==> src/rtl/erg_pkg.sv <==
package erg_pkg;

  localparam int FRAC_BITS        = 16;
  localparam int SINE_TABLE_DEPTH = 256;

  localparam int VAL_W   = 32;
  localparam int SPAN_W  = VAL_W + 1;
  localparam int DUR_W   = 16;
  localparam int CURVE_W = 3;
  localparam int MODE_W  = 2;
  localparam int CFG_IDX_W = 2;
  localparam int DIV_N   = SPAN_W + FRAC_BITS;
  localparam int DVS_W   = SPAN_W;
  localparam int ONE_W   = FRAC_BITS + 1;
  localparam int IDX_W   = $clog2(SINE_TABLE_DEPTH + 1);

  localparam logic [MODE_W-1:0] MODE_TICK   = 2'd0;
  localparam logic [MODE_W-1:0] MODE_TARGET = 2'd1;
  localparam logic [MODE_W-1:0] MODE_ABORT  = 2'd2;

  localparam logic [CURVE_W-1:0] CURVE_LIN  = 3'd0;
  localparam logic [CURVE_W-1:0] CURVE_QUAD = 3'd1;
  localparam logic [CURVE_W-1:0] CURVE_CUBE = 3'd2;
  localparam logic [CURVE_W-1:0] CURVE_SINE = 3'd3;

  localparam logic [CFG_IDX_W-1:0] REG_DURATION = 2'd0;
  localparam logic [CFG_IDX_W-1:0] REG_CURVE    = 2'd1;
  localparam logic [CFG_IDX_W-1:0] REG_START    = 2'd2;

  localparam logic [DUR_W-1:0] DURATION_RST = 16'd1000;

  localparam longint Q30_HALF_PI = 64'sd1686629713;
  localparam longint Q30_ONE     = 64'sd1073741824;
  localparam longint ROUND_HALF  = 64'sd1 <<< (29 - FRAC_BITS);
  localparam longint ROUND_DIV   = 64'sd1 <<< (30 - FRAC_BITS);
  localparam longint SINE_ONE    = 64'sd1 <<< FRAC_BITS;

  typedef struct packed {
    logic [MODE_W-1:0]       mode;
    logic [DUR_W-1:0]        elapsed_ms;
    logic signed [VAL_W-1:0] target;
  } in_t;

  typedef struct packed {
    logic signed [VAL_W-1:0] eased_value;
    logic                    is_rising;
  } out_t;

  typedef struct packed {
    logic latch_in;
    logic apply;
    logic tdiv_start;
    logic tick_add;
    logic ratio;
    logic rdiv_start;
    logic rdiv_take;
    logic shape1;
    logic shape2;
    logic scale;
    logic finish;
    logic out_load;
  } cmd_t;

  typedef struct packed {
    logic tick_move;
    logic bypass;
    logic r_trivial;
    logic div_done;
  } status_t;

  typedef logic [FRAC_BITS:0] sine_rom_t [0:SINE_TABLE_DEPTH];

  function automatic sine_rom_t sine_rom_build();
    sine_rom_t rom;
    longint    t;
    longint    t2;
    longint    term;
    longint    sum;
    longint    e;
    int        i;
    for (i = 0; i <= SINE_TABLE_DEPTH; i++) begin
      t    = (Q30_HALF_PI * i) / SINE_TABLE_DEPTH;
      t2   = (t * t) / Q30_ONE;
      term = t;
      sum  = t;
      term = -((term * t2) / Q30_ONE) / 64'sd6;
      sum  = sum + term;
      term = -((term * t2) / Q30_ONE) / 64'sd20;
      sum  = sum + term;
      term = -((term * t2) / Q30_ONE) / 64'sd42;
      sum  = sum + term;
      term = -((term * t2) / Q30_ONE) / 64'sd72;
      sum  = sum + term;
      term = -((term * t2) / Q30_ONE) / 64'sd110;
      sum  = sum + term;
      term = -((term * t2) / Q30_ONE) / 64'sd156;
      sum  = sum + term;
      if (sum < 0) sum = 0;
      e = (sum + ROUND_HALF) / ROUND_DIV;
      if (e > SINE_ONE) e = SINE_ONE;
      rom[i] = e[FRAC_BITS:0];
    end
    return rom;
  endfunction

endpackage

==> src/rtl/erg_ctrl.sv <==
module erg_ctrl (
  input  logic              clk_i,
  input  logic              rst_ni,
  input  logic              in_valid_i,
  output logic              in_ready_o,
  output logic              out_valid_o,
  input  logic              out_ready_i,
  input  erg_pkg::status_t  status_i,
  output erg_pkg::cmd_t     cmd_o
);

  localparam logic [3:0] S_IDLE   = 4'd0;
  localparam logic [3:0] S_APPLY  = 4'd1;
  localparam logic [3:0] S_TSTART = 4'd2;
  localparam logic [3:0] S_TDIV   = 4'd3;
  localparam logic [3:0] S_TADD   = 4'd4;
  localparam logic [3:0] S_RATIO  = 4'd5;
  localparam logic [3:0] S_RDIV   = 4'd6;
  localparam logic [3:0] S_SHAPE1 = 4'd7;
  localparam logic [3:0] S_SHAPE2 = 4'd8;
  localparam logic [3:0] S_SCALE  = 4'd9;
  localparam logic [3:0] S_FINAL  = 4'd10;
  localparam logic [3:0] S_OUT    = 4'd11;

  logic [3:0] state_q, state_d;
  logic       ovld_q, ovld_d;

  always_comb begin
    state_d = state_q;
    cmd_o   = '0;
    ovld_d  = ovld_q && !out_ready_i;
    unique case (state_q)
      S_IDLE: begin
        if (in_valid_i) begin
          cmd_o.latch_in = 1'b1;
          state_d = S_APPLY;
        end
      end
      S_APPLY: begin
        cmd_o.apply = 1'b1;
        state_d = status_i.tick_move ? S_TSTART : S_RATIO;
      end
      S_TSTART: begin
        cmd_o.tdiv_start = 1'b1;
        state_d = S_TDIV;
      end
      S_TDIV: if (status_i.div_done) state_d = S_TADD;
      S_TADD: begin
        cmd_o.tick_add = 1'b1;
        state_d = S_RATIO;
      end
      S_RATIO: begin
        cmd_o.ratio = 1'b1;
        if (status_i.bypass) begin
          state_d = S_OUT;
        end else if (status_i.r_trivial) begin
          state_d = S_SHAPE1;
        end else begin
          cmd_o.rdiv_start = 1'b1;
          state_d = S_RDIV;
        end
      end
      S_RDIV: begin
        if (status_i.div_done) begin
          cmd_o.rdiv_take = 1'b1;
          state_d = S_SHAPE1;
        end
      end
      S_SHAPE1: begin
        cmd_o.shape1 = 1'b1;
        state_d = S_SHAPE2;
      end
      S_SHAPE2: begin
        cmd_o.shape2 = 1'b1;
        state_d = S_SCALE;
      end
      S_SCALE: begin
        cmd_o.scale = 1'b1;
        state_d = S_FINAL;
      end
      S_FINAL: begin
        cmd_o.finish = 1'b1;
        state_d = S_OUT;
      end
      S_OUT: begin
        if (!ovld_q || out_ready_i) begin
          cmd_o.out_load = 1'b1;
          ovld_d  = 1'b1;
          state_d = S_IDLE;
        end
      end
      default: state_d = S_IDLE;
    endcase
  end

  always_ff @(posedge clk_i or negedge rst_ni) begin
    if (!rst_ni) begin
      state_q <= S_IDLE;
      ovld_q  <= 1'b0;
    end else begin
      state_q <= state_d;
      ovld_q  <= ovld_d;
    end
  end

  assign in_ready_o  = (state_q == S_IDLE);
  assign out_valid_o = ovld_q;

endmodule

==> config.mk <==
export PLATFORM = sky130hd
export DESIGN_NAME = erg_ctrl
export DESIGN_NICKNAME = d
export VERILOG_FILES = /design/src/rtl/erg_pkg.sv /design/src/rtl/erg_ctrl.sv
export SDC_FILE = /design/constraint.sdc
export NUM_CORES = 1
export LEC_CHECK = 0
export BUFFER_PORTS_ARGS = -buffer_cell sky130_fd_sc_hd__buf_4
export CORE_AREA = 10 10 47 49
export DETAILED_ROUTE_END_ITERATION = 10
export DIE_AREA = 0 0 57 59
export PLACE_DENSITY = 0.63
export REMOVE_ABC_BUFFERS = 1
export SYNTH_ARGS = -nofsm -noshare
export SYNTH_HDL_FRONTEND = slang
export SYNTH_SLANG_ARGS = --single-unit
==> constraint.sdc <==
create_clock -name clk_i -period 1.4 [get_ports clk_i]
set_input_delay 0.14 -clock clk_i [delete_from_list [all_inputs] [get_ports clk_i]]
set_output_delay 0.14 -clock clk_i [all_outputs]
set_load 0.03 [all_outputs]
; ---- Yosys cells after proc, flatten, opt, wreduce, memory -nomap -nowiden
; Index checks and enable logic that the tools add are counted.
[totals]
out_inout_bits = 14
elab_cells = 49
in_bits = 8
reg_bits = 5
[classes]
muxes = 26
n_eq_ne = 15
reduce_logical = 6
[ops]
columns = cell, n
row1 = $pmux 4 s12, 1
row2 = $mux 4, 5
row3 = $mux 1, 18
row4 = $eq 4x3->1 const B, 4
row5 = $eq 4x4->1 const B, 4
row6 = $eq 4x2->1 const B, 2
row7 = $ne 2x2->1 const B, 4
row8 = $eq 4x1->1 const B, 1
row9 = $logic_not 4->1, 1
row10 = $reduce_and 4->1, 1
row11 = $mux 3, 1
row12 = $logic_not 1->1, 2
row13 = $mux 2, 1
row14 = $logic_and 1x1->1, 1
row15 = $logic_or 1x1->1, 1

; ---- Depth between registers and ports, before layout
; Gate-level depths: netlist of the first run.
[logic_depth]
depth_word = 4
depth_mapped = 5
ltp_nobuf = 4

; ---- Worst setup path after synthesis of the first run
; OpenSTA, ideal clock, no wires.
[synth_timing]
path_type = reg2out
start = register state_q[1]
end = output port cmd_o[6] (netlist bit)
slack_ns = -0.429
required_time_ns = 1.260
path_stages_with_launch = 4
n_path_buf = 1
arrival_time_ns = 1.689
cell_sequence = dfrtp_1 > buf_2 > nand2b_1 > nor4_1
[synth_rtl]
columns = element, line_no
row1 = "start, declared", erg_ctrl.sv:25  ; logic [3:0] state_q, state_d;
row2 = "start signal, assigned", erg_ctrl.sv:101  ; state_q <= state_d;
row3 = "end, declared", erg_ctrl.sv:9  ; output erg_pkg::cmd_t cmd_o

==> results of run 1 <==
metrics by stage:
step           cells  power, mW  util [%]  area (sq um)
3_3_place_gp      95       1.42      44.1           618
5_1_grt          115       2.53      66.5           932
3_5_place_dp      95       1.43      44.1           618
2_1_floorplan     53       1.01         -           403
4_1_cts          109       1.96      56.7           795
6_report         115       2.39      66.5           932
layout make-up:
cell class                      instances  area [sq um]  share of cell area [%]
Multi-Input combinational cell         45           374                    40.1
Timing Repair Buffer                   42           370                    39.7
Clock buffer                            4          26.3                    2.82
Tap cell                               16          20.0                    2.15
Inverter                                3          11.3                    1.21
Sequential cell                         5           130                    14.0
how the worst min path moves through the flow:
stage | start | endpoint | slack (ps) | depth (start not counted)
floorplan | rst_ni | out_valid_o | -160 | 0
global placement | rst_ni | state_q[0] | -50 | 1
detailed placement | rst_ni | out_valid_o | -50 | 1
CTS | status_i[0] | state_q[2] | 180 | 3
global route | status_i[0] | state_q[2] | 200 | 3
finish | status_i[0] | state_q[2] | 190 | 3
critical path, delay by kind of cell (launching register included):
kind,cells,cell delay (ps)
flops,1,440
simple gates,2,340
buf+inv,2,330
power by group:
part | total, mW | internal (mW) | leakage [nW] | switching, mW
clock network | 0.173 | 0.108 | 0.0150 | 0.0647
logic | 1.85 | 0.929 | 0.352 | 0.921
registers | 0.368 | 0.224 | 0.0587 | 0.145
timing repair:
action,4_1_cts,5_1_grt
buffers inserted,9,6
pin swaps,3,8
endpoints found under the setup margin,13,13
endpoints found under the hold margin,5,0
resized for setup,18,20
hold buffers,1,0
logic make-up (layout without fill, tap and decap cells):
logic type | after synthesis | in the layout
flip-flops | 5 | 5
XOR/XNOR | 1 | 1
AND/OR/NAND/NOR | 29 | 29
AO/OA/AOI/OAI | 15 | 15
buffers and inverters | 7 | 49
per-layer routing:
metal	up-vias	track usage, %	routed length (um)
li1	285	-	-
met1	297	9.78	705
met3	2	5.15	110
met2	19	19.1	1060
met4	0	2.68	8
met5	-	0	0
registers in the layout (all words and copies together), names as in the netlist:
register	flops
state_q	4
out_valid_o	1
Yosys cell counts (2+ instances only):
master                     instances  area (sq um)
sky130_fd_sc_hd__a21oi_1           2          10.0
sky130_fd_sc_hd__buf_2             2          10.0
sky130_fd_sc_hd__dfrtp_1           5           125
sky130_fd_sc_hd__inv_1             3          11.3
sky130_fd_sc_hd__nand2_1           7          26.3
sky130_fd_sc_hd__nand2b_1          3          18.8
sky130_fd_sc_hd__nor2_1            6          22.5
sky130_fd_sc_hd__nor3_1            6          30.0
sky130_fd_sc_hd__o21ai_0           3          15.0
sky130_fd_sc_hd__o22ai_1           2          12.5
==> reports/summary.md, run 1 <==
Run status
- **run status** finished with violations
- **violated checks** setup timing

Setup path
- **Setup crit end kind** output pin
- **register-to-register setup slack** 30 ps
- **kind of critical path** flip-flop to output pin
- **end of the critical path** cmd_o[6]
- **worst reg-to-reg path cell count** 5
- **Max Fanout on Critical Path** 5
- **kind of launch point of the worst setup path** flip-flop
- **reg-to-reg startpoint** state_q[2]
- **required time at the endpoint of the critical path** 1260 ps
- **highest cell delay on the worst timing path** 440 ps
- **critical path's slowest cell** sky130_fd_sc_hd__dfrtp_2
- **Cell Chain, Critical Path** buf_4, nand2b_4, nor4_4, buf_6
- **Crit path arrival time** 1360 ps
- **critical path startpoint** state_q[0]
- **worst reg2reg path endpoint** state_q[1]

STA
- **count of pins over their slew limit** 0
- **Max Clock Freq** 667 MHz
- **tightest slew margin relative to the limit** 78.8%
- **portion of the clock cycle consumed by the worst path in the final layout** 107%
- **unrepaired setup endpoints after global routing** true
- **Final WS setup** -98.5 ps
- **setup TNS** -508 ps
- **final hold violations** 0
- **shortest clock period the worst path allows after layout** 1500 ps
- **Tightest Pin Transition** 314 ps
- **hold slack** 188 ps
- **Final Skew** 7.90 ps
- **final count of negative-setup-slack endpoints** 8

Global routing
- **overall overflow remaining after global route** 0
- **initial antenna violation count** 0
- **All-Layer GR Usage** 10.3%
- **vias in the first global route** 611
- **largest net degree at the start of global routing** 9
- **global-route wire length before repair** 2790 um

Logic synthesis
- **area share of xor/xnor cells in the synthesized design** 2.03%
- **post-synthesis adder-cell area fraction** 0%
- **Netlist Area Pre-Place** 432 sq um
- **Synth Area per Inst** 7.57 sq um
- **Synth Warn #** 0
- **area fraction in compound gates after synthesis** 24.6%
- **sequential share of the synthesized area** 29.0%
- **number of synthesized flops with an enable pin** 0
- **largest family of logic cells by synthesized area** simple AND/OR/NAND/NOR gates
- **fraction of the mapped netlist area in simple logic gates** 35.1%
- **ys async rst share** 100%
- **Post-Syn Instances** 57
- **register bit count reported by yosys** 5
- **post-synthesis cell type count** 28
- **share of cell area taken by muxes after synthesis** 0%
- **prevailing post-synth register cell** sky130_fd_sc_hd__dfrtp_1

Drt
- **total wire length** 1890 um
- **antenna-violating nets left** 0
- **DRC marker count from the first detailed-route iteration** 12
- **vias** 603
- **remaining design rule violation count** 0
- **number of iterations in the first detailed-routing pass** 4
- **drt via density** 5.24
- **routed wire length per instance** 16.4 um

Clock network
- **clock latency of the later-clocked register in the worst-skew pair** 250 ps
- **CTS sink count** 5
- **maximum root-to-sink buffer count** 2
- **Clk pin slew, worst setup/hold paths** 50 ps
- **number of H-tree levels** 1
- **number of CTS-inserted buffers** 3
- **CTS tree** yes
- **cell chosen for the clock root** sky130_fd_sc_hd__clkbuf_4

Layout
- **number of nets in the finished design** 108
- **most common cell after layout, fill and taps aside** sky130_fd_sc_hd__buf_4
- **highest-count cells in the layout ignoring fill and taps** sky130_fd_sc_hd__buf_4 (27), sky130_fd_sc_hd__buf_6 (14), sky130_fd_sc_hd__nand2_1 (7)
- **Layout fillers** 115
- **area growth from synthesis to layout** 116%
- **fraction of final layout cells sized beyond drive strength 1** 63.6%
- **Ant. Diodes** 0

Floorplanning
- **initial core utilization** 30.8%
- **total die area** 0.00336 sq mm
- **core area** 0.00140 sq mm
- **number of I/O pins** 22
- **number of cell rows** 14
- **height of the die** 59 um
- **Die X** 57 um

Placed design
- **Routability Congestion** 0.795
- **detailed-placement wirelength estimate** 1070 um
- **worst slack at placement** 32.6 ps
- **I/O Buffers** 21

Min path
- **class of the tightest hold or removal check** input port to flip-flop

Flow run
- **Maximum Capacitance Violations** 0

Power
- **power density relative to cell area** 2570 mW/mm^2
- **Leakage** 0.425 nW
- **VDD IR max** 1.24 mV

(Power assumes the default switching activity.)
==> inputs of run 2 (changes only) <==
--- a/config.mk
+++ b/config.mk
@@ -6,10 +6,12 @@
 export NUM_CORES = 1
 export LEC_CHECK = 0
 export BUFFER_PORTS_ARGS = -buffer_cell sky130_fd_sc_hd__buf_4
-export CORE_AREA = 10 10 47 49
+export CELL_PAD_IN_SITES_DETAIL_PLACEMENT = 2
+export CELL_PAD_IN_SITES_GLOBAL_PLACEMENT = 2
+export CORE_AREA = 10 10 56 58
 export DETAILED_ROUTE_END_ITERATION = 10
-export DIE_AREA = 0 0 57 59
-export PLACE_DENSITY = 0.63
+export DIE_AREA = 0 0 66 68
+export PLACE_DENSITY = 0.75
 export REMOVE_ABC_BUFFERS = 1
 export SYNTH_ARGS = -nofsm -noshare
 export SYNTH_HDL_FRONTEND = slang
==> reports/summary.md, run 2 (synthesized netlist as in run 1, its figures left out) <==
Layout
- **most common cell after layout, fill and taps aside** sky130_fd_sc_hd__buf_4
- **Finished Layout Cells** 122
- **highest-count cells in the layout ignoring fill and taps** sky130_fd_sc_hd__buf_4 (26), sky130_fd_sc_hd__buf_6 (9), sky130_fd_sc_hd__nand2_1 (7)
- **Ant. Diodes** 0
- **cell area after layout** 891 sq um
- **fraction of final layout cells sized beyond drive strength 1** 62.8%
- **largest register by flop count** state_q
- **number of flip-flops in the largest register** 4
- **number of nets in the finished design** 103
- **utilization after layout** 42.3%
- **Layout fillers** 249
- **area growth from synthesis to layout** 106%

Flow run
- **Maximum Capacitance Violations** 0

Floorplanning
- **core area** 0.00211 sq mm
- **number of cell rows** 17
- **initial core utilization** 20.5%
- **height of the die** 68 um
- **number of I/O pins** 22
- **Die X** 66 um
- **total die area** 0.00449 sq mm

STA
- **portion of the clock cycle consumed by the worst path in the final layout** 108%
- **Tightest Pin Transition** 360 ps
- **tightest slew margin relative to the limit** 75.6%
- **Max Clock Freq** 664 MHz
- **count of pins over their slew limit** 0
- **shortest clock period the worst path allows after layout** 1510 ps
- **final hold violations** 0
- **final count of negative-setup-slack endpoints** 9
- **setup TNS** -609 ps
- **unrepaired setup endpoints after global routing** true
- **Final Skew** 0.485 ps
- **Final WS setup** -107 ps

Global routing
- **vias in the first global route** 650
- **overall overflow remaining after global route** 0
- **All-Layer GR Usage** 11.4%
- **initial antenna violation count** 0
- **global-route wire length before repair** 3750 um
- **largest net degree at the start of global routing** 10

Drt
- **drt via density** 4.81
- **antenna-violating nets left** 0
- **number of iterations in the first detailed-routing pass** 3
- **DRC marker count from the first detailed-route iteration** 10
- **routed wire length per instance** 20.3 um
- **total wire length** 2470 um
- **vias** 587
- **remaining design rule violation count** 0

Setup path
- **critical path's slowest cell** sky130_fd_sc_hd__dfrtp_2
- **most numerous cell on the critical path** sky130_fd_sc_hd__buf_4
- **Cell Chain, Critical Path** buf_4, buf_4, nor3_2, buf_4
- **cell count along the critical path** 4
- **total buffers and inverters traversed by the critical path** 3
- **kind of critical path** flip-flop to output pin
- **Max Fanout on Critical Path** 8
- **Crit path arrival time** 1370 ps
- **kind of launch point of the worst setup path** flip-flop
- **Setup crit end kind** output pin
- **required time at the endpoint of the critical path** 1260 ps
- **highest cell delay on the worst timing path** 480 ps
- **worst reg-to-reg path cell count** 5
- **kind of cell adding the most delay to the critical path** buffers and inverters

Clock network
- **Clk pin slew, worst setup/hold paths** 50 ps
- **CTS sink count** 5
- **cell chosen for the clock root** sky130_fd_sc_hd__clkbuf_4
- **number of CTS-inserted buffers** 3
- **number of H-tree levels** 1
- **clock latency of the later-clocked register in the worst-skew pair** 250 ps
- **maximum root-to-sink buffer count** 2
- **CTS tree** yes

Min path
- **class of the tightest hold or removal check** input port to flip-flop
- **Worst Hold Path Cells** 3

Power
- **switching portion of total power** 49.9%
- **Clk pwr share** 7.7%
- **Comb power frac** 75.6%
- **power density relative to cell area** 2620 mW/mm^2
- **internal power** 1.17 mW
- **Leakage** 0.388 nW
- **register share of total power** 16.7%
- **Net Sw Power** 1.16 mW
- **VDD IR max** 0.931 mV
- **total power** 2.33 mW

Placed design
- **area of placed instances** 641 sq um
- **number of instances in the placed design** 108
- **Routability Congestion** 0.829
- **detailed-placement wirelength estimate** 1390 um
- **I/O Buffers** 21

Run status
- **run status** finished with violations
- **violated checks** setup timing

[run 2: layout make-up]
| type | count | area, sq um | share of cell area, % |
|---|---|---|---|
| clock buffers | 4 | 26.3 | 2.95 |
| inverters | 3 | 11.3 | 1.26 |
| multi-input cells | 45 | 362 | 40.6 |
| flip-flops and latches | 5 | 130 | 14.6 |
| well taps | 28 | 35.0 | 3.93 |
| repair buffers | 37 | 327 | 36.7 |
[run 2: worst reg2reg max path: cells and delay by family (launching register included)]
kind            cells  cell delay, ps
compound gates      2             410
simple gates        1              90
xor+xnor            1             120
flops               1             480
buf+inv             1             170
[run 2: path summary, 6_finish.rpt]
path / from / end / slack (ps)
setup / recovery: state_q[0] / cmd_o[3] / -110
setup reg to reg: state_q[0] / state_q[0] / 10
hold reg to reg: state_q[0] / state_q[2] / 740
min in group asynchronous: rst_ni / state_q[3] / 240
max in group asynchronous: rst_ni / state_q[1] / 1040
hold / removal: status_i[0] / state_q[2] / 180
[run 2: per-layer routing]
metal  global-route usage (%)  share of wire (%)  wire, um
met1                     11.5                 38       939
met2                     20.4                 55      1360
met3                     3.26                4.3       107
met4                     7.07                2.6        64
met5                        0                  0         0
[run 2: what timing repair did]
action	CTS	global route
setup endpoints to repair	14	14
pin swaps	2	3
gates cloned	0	0
hold buffers	1	0
buffers inserted	5	4
endpoints found under the hold margin	5	0
resized for setup	21	12
[run 2: through the flow]
stage          hold slack [ps]  setup slack (ps)
5_1_grt                    192              -207
3_5_place_dp             -55.5              26.6
6_report                   178              -107
2_1_floorplan             -156              -389
3_3_place_gp             -57.8              76.1
4_1_cts                    203              -139
[run 2: power groups by stage]
stage	registers [mW]	logic [mW]	clock network [mW]
floorplan	0.376	0.633	0
global placement	0.344	1.12	0
detailed placement	0.350	1.14	0
CTS	0.374	1.49	0.173
global route	0.399	1.89	0.199
finish	0.388	1.76	0.180
==> inputs of run 3 (changes only) <==
--- a/config.mk
+++ b/config.mk
@@ -6,12 +6,13 @@
 export NUM_CORES = 1
 export LEC_CHECK = 0
 export BUFFER_PORTS_ARGS = -buffer_cell sky130_fd_sc_hd__buf_4
+export CAP_MARGIN = 40
 export CELL_PAD_IN_SITES_DETAIL_PLACEMENT = 2
 export CELL_PAD_IN_SITES_GLOBAL_PLACEMENT = 2
-export CORE_AREA = 10 10 56 58
+export CORE_AREA = 10 10 55 57
 export DETAILED_ROUTE_END_ITERATION = 10
-export DIE_AREA = 0 0 66 68
-export PLACE_DENSITY = 0.75
+export DIE_AREA = 0 0 65 67
+export PLACE_DENSITY = 0.77
 export REMOVE_ABC_BUFFERS = 1
 export SYNTH_ARGS = -nofsm -noshare
 export SYNTH_HDL_FRONTEND = slang
==> constraint.sdc (replaced) <==
create_clock -name clk_i -period 1.9 [get_ports clk_i]
set_input_delay 0.19 -clock clk_i [delete_from_list [all_inputs] [get_ports clk_i]]
set_output_delay 0.19 -clock clk_i [all_outputs]
set_load 0.03 [all_outputs]
==> reports/summary.md, run 3 (synthesized netlist as in run 1, its figures left out) <==
Run status
- **run status** finished clean

Clock network
- **number of CTS-inserted buffers** 3
- **cell chosen for the clock root** sky130_fd_sc_hd__clkbuf_4
- **CTS sink count** 5
- **maximum root-to-sink buffer count** 2
- **clock latency of the later-clocked register in the worst-skew pair** 250 ps
- **number of H-tree levels** 1
- **CTS tree** yes
- **Clk pin slew, worst setup/hold paths** 50 ps

Layout
- **number of flip-flops in the largest register** 4
- **fraction of final layout cells sized beyond drive strength 1** 36.3%
- **Finished Layout Cells** 107
- **most common cell after layout, fill and taps aside** sky130_fd_sc_hd__buf_4
- **area growth from synthesis to layout** 48.1%
- **Layout fillers** 252
- **highest-count cells in the layout ignoring fill and taps** sky130_fd_sc_hd__buf_4 (22), sky130_fd_sc_hd__nand2_1 (7), sky130_fd_sc_hd__nor2_1 (6), sky130_fd_sc_hd__nor3_1 (6), sky130_fd_sc_hd__dfrtp_1 (4)
- **number of nets in the finished design** 89
- **utilization after layout** 32.9%
- **largest register by flop count** state_q
- **Ant. Diodes** 0

Power
- **Comb power frac** 62.8%
- **internal power** 0.529 mW
- **Net Sw Power** 0.626 mW
- **Leakage** 0.287 nW
- **Clk pwr share** 10.9%
- **power density relative to cell area** 1810 mW/mm^2
- **VDD IR max** 0.586 mV
- **total power** 1.16 mW
- **switching portion of total power** 54.2%
- **register share of total power** 26.3%

Setup path
- **highest cell delay on the worst timing path** 620 ps
- **worst reg-to-reg path cell count** 4
- **Max Fanout on Critical Path** 13
- **critical path's slowest cell** sky130_fd_sc_hd__dfrtp_1
- **Crit path arrival time** 1560 ps
- **required time at the endpoint of the critical path** 1710 ps
- **kind of launch point of the worst setup path** flip-flop
- **Setup crit end kind** output pin
- **kind of critical path** flip-flop to output pin
- **register-to-register setup slack** 430 ps
- **Cell Chain, Critical Path** nand2_1, nor3_1, buf_4

STA
- **shortest clock period the worst path allows after layout** 1750 ps
- **Max Clock Freq** 572 MHz
- **portion of the clock cycle consumed by the worst path in the final layout** 92.0%
- **count of pins over their slew limit** 0
- **final hold violations** 0
- **Tightest Pin Transition** 442 ps
- **setup TNS** 0 ps
- **tightest slew margin relative to the limit** 70.1%
- **Final Skew** 4.91 ps
- **unrepaired setup endpoints after global routing** false
- **final count of negative-setup-slack endpoints** 0

Floorplanning
- **core area** 0.00194 sq mm
- **number of I/O pins** 22
- **Die X** 65 um
- **number of cell rows** 16
- **initial core utilization** 22.2%
- **total die area** 0.00436 sq mm
- **height of the die** 67 um

Global routing
- **global-route wire length before repair** 2960 um
- **largest net degree at the start of global routing** 16
- **met2 capacity usage during global routing** 14.3%
- **overall overflow remaining after global route** 0
- **met3 demand-to-capacity share in global routing** 3.34%
- **peak-usage layer in the global routing report** met2
- **grt met1 use** 9.67%
- **initial antenna violation count** 0
- **vias in the first global route** 580
- **All-Layer GR Usage** 8.98%

Placed design
- **Routability Congestion** 0.770
- **detailed-placement wirelength estimate** 1410 um
- **number of instances in the placed design** 102
- **I/O Buffers** 21

Drt
- **antenna-violating nets left** 0
- **DRC marker count from the first detailed-route iteration** 9
- **number of iterations in the first detailed-routing pass** 3
- **remaining design rule violation count** 0
- **vias** 520
- **routed wire length per instance** 16.7 um
- **drt via density** 4.86
- **total wire length** 1790 um

Min path
- **class of the tightest hold or removal check** input port to flip-flop
- **Worst Hold Path Cells** 3

Flow run
- **Maximum Capacitance Violations** 0

==> run 3: path summary, 6_finish.rpt <==
path | from | endpoint
min in group asynchronous | rst_ni | out_valid_o
max in group asynchronous | rst_ni | state_q[2]
hold reg to reg | state_q[2] | state_q[2]
hold / removal | status_i[0] | state_q[2]
setup reg to reg | state_q[0] | state_q[1]
setup / recovery | state_q[0] | cmd_o[0]
==> run 3: metrics by stage <==
stage          setup WS [ps]  hold slack (ps)  instance area, sq um
2_1_floorplan           60.8             -106                   403
6_report                 152              233                   639
3_3_place_gp             419            -5.85                   602
4_1_cts                  101              224                   638
5_1_grt                 2.44              231                   639
3_5_place_dp             388            -4.58                   602
==> run 3: cell type report <==
class	instances	area [sq um]	area share [%]
tap	27	33.8	5.28
inverter	3	11.3	1.76
sequential	5	126	19.8
clock buffer	4	26.3	4.11
timing repair buffer	23	175	27.4
multi-input combinational	45	267	41.7
==> run 3: what timing repair did <==
item	4_1_cts	5_1_grt
resized for setup	0	1
hold endpoints to repair	5	0
hold buffers	1	0
endpoints found under the setup margin	0	1
buffers inserted	0	0
==> run 3: metal layers <==
layer	vias up	part of all wire [%]
li1	247	-
met3	4	6.1
met2	17	50
met5	-	0
met1	252	41
met4	0	3.0
==> run 3: worst max-delay path: cells and delay by family (launching register included) <==
| family | cells | cell delay [ps] |
|---|---|---|
| DFF | 1 | 620 |
| and+or+nand+nor | 2 | 500 |
| buffers and inverters | 1 | 190 |
==> run 3: power groups by stage <==
stage	clock (mW)	combinational, mW	sequential, mW
floorplan	0	0.467	0.277
global placement	0	0.707	0.298
detailed placement	0	0.733	0.304
CTS	0.131	0.746	0.306
global route	0.141	0.798	0.323
finish	0.126	0.725	0.304
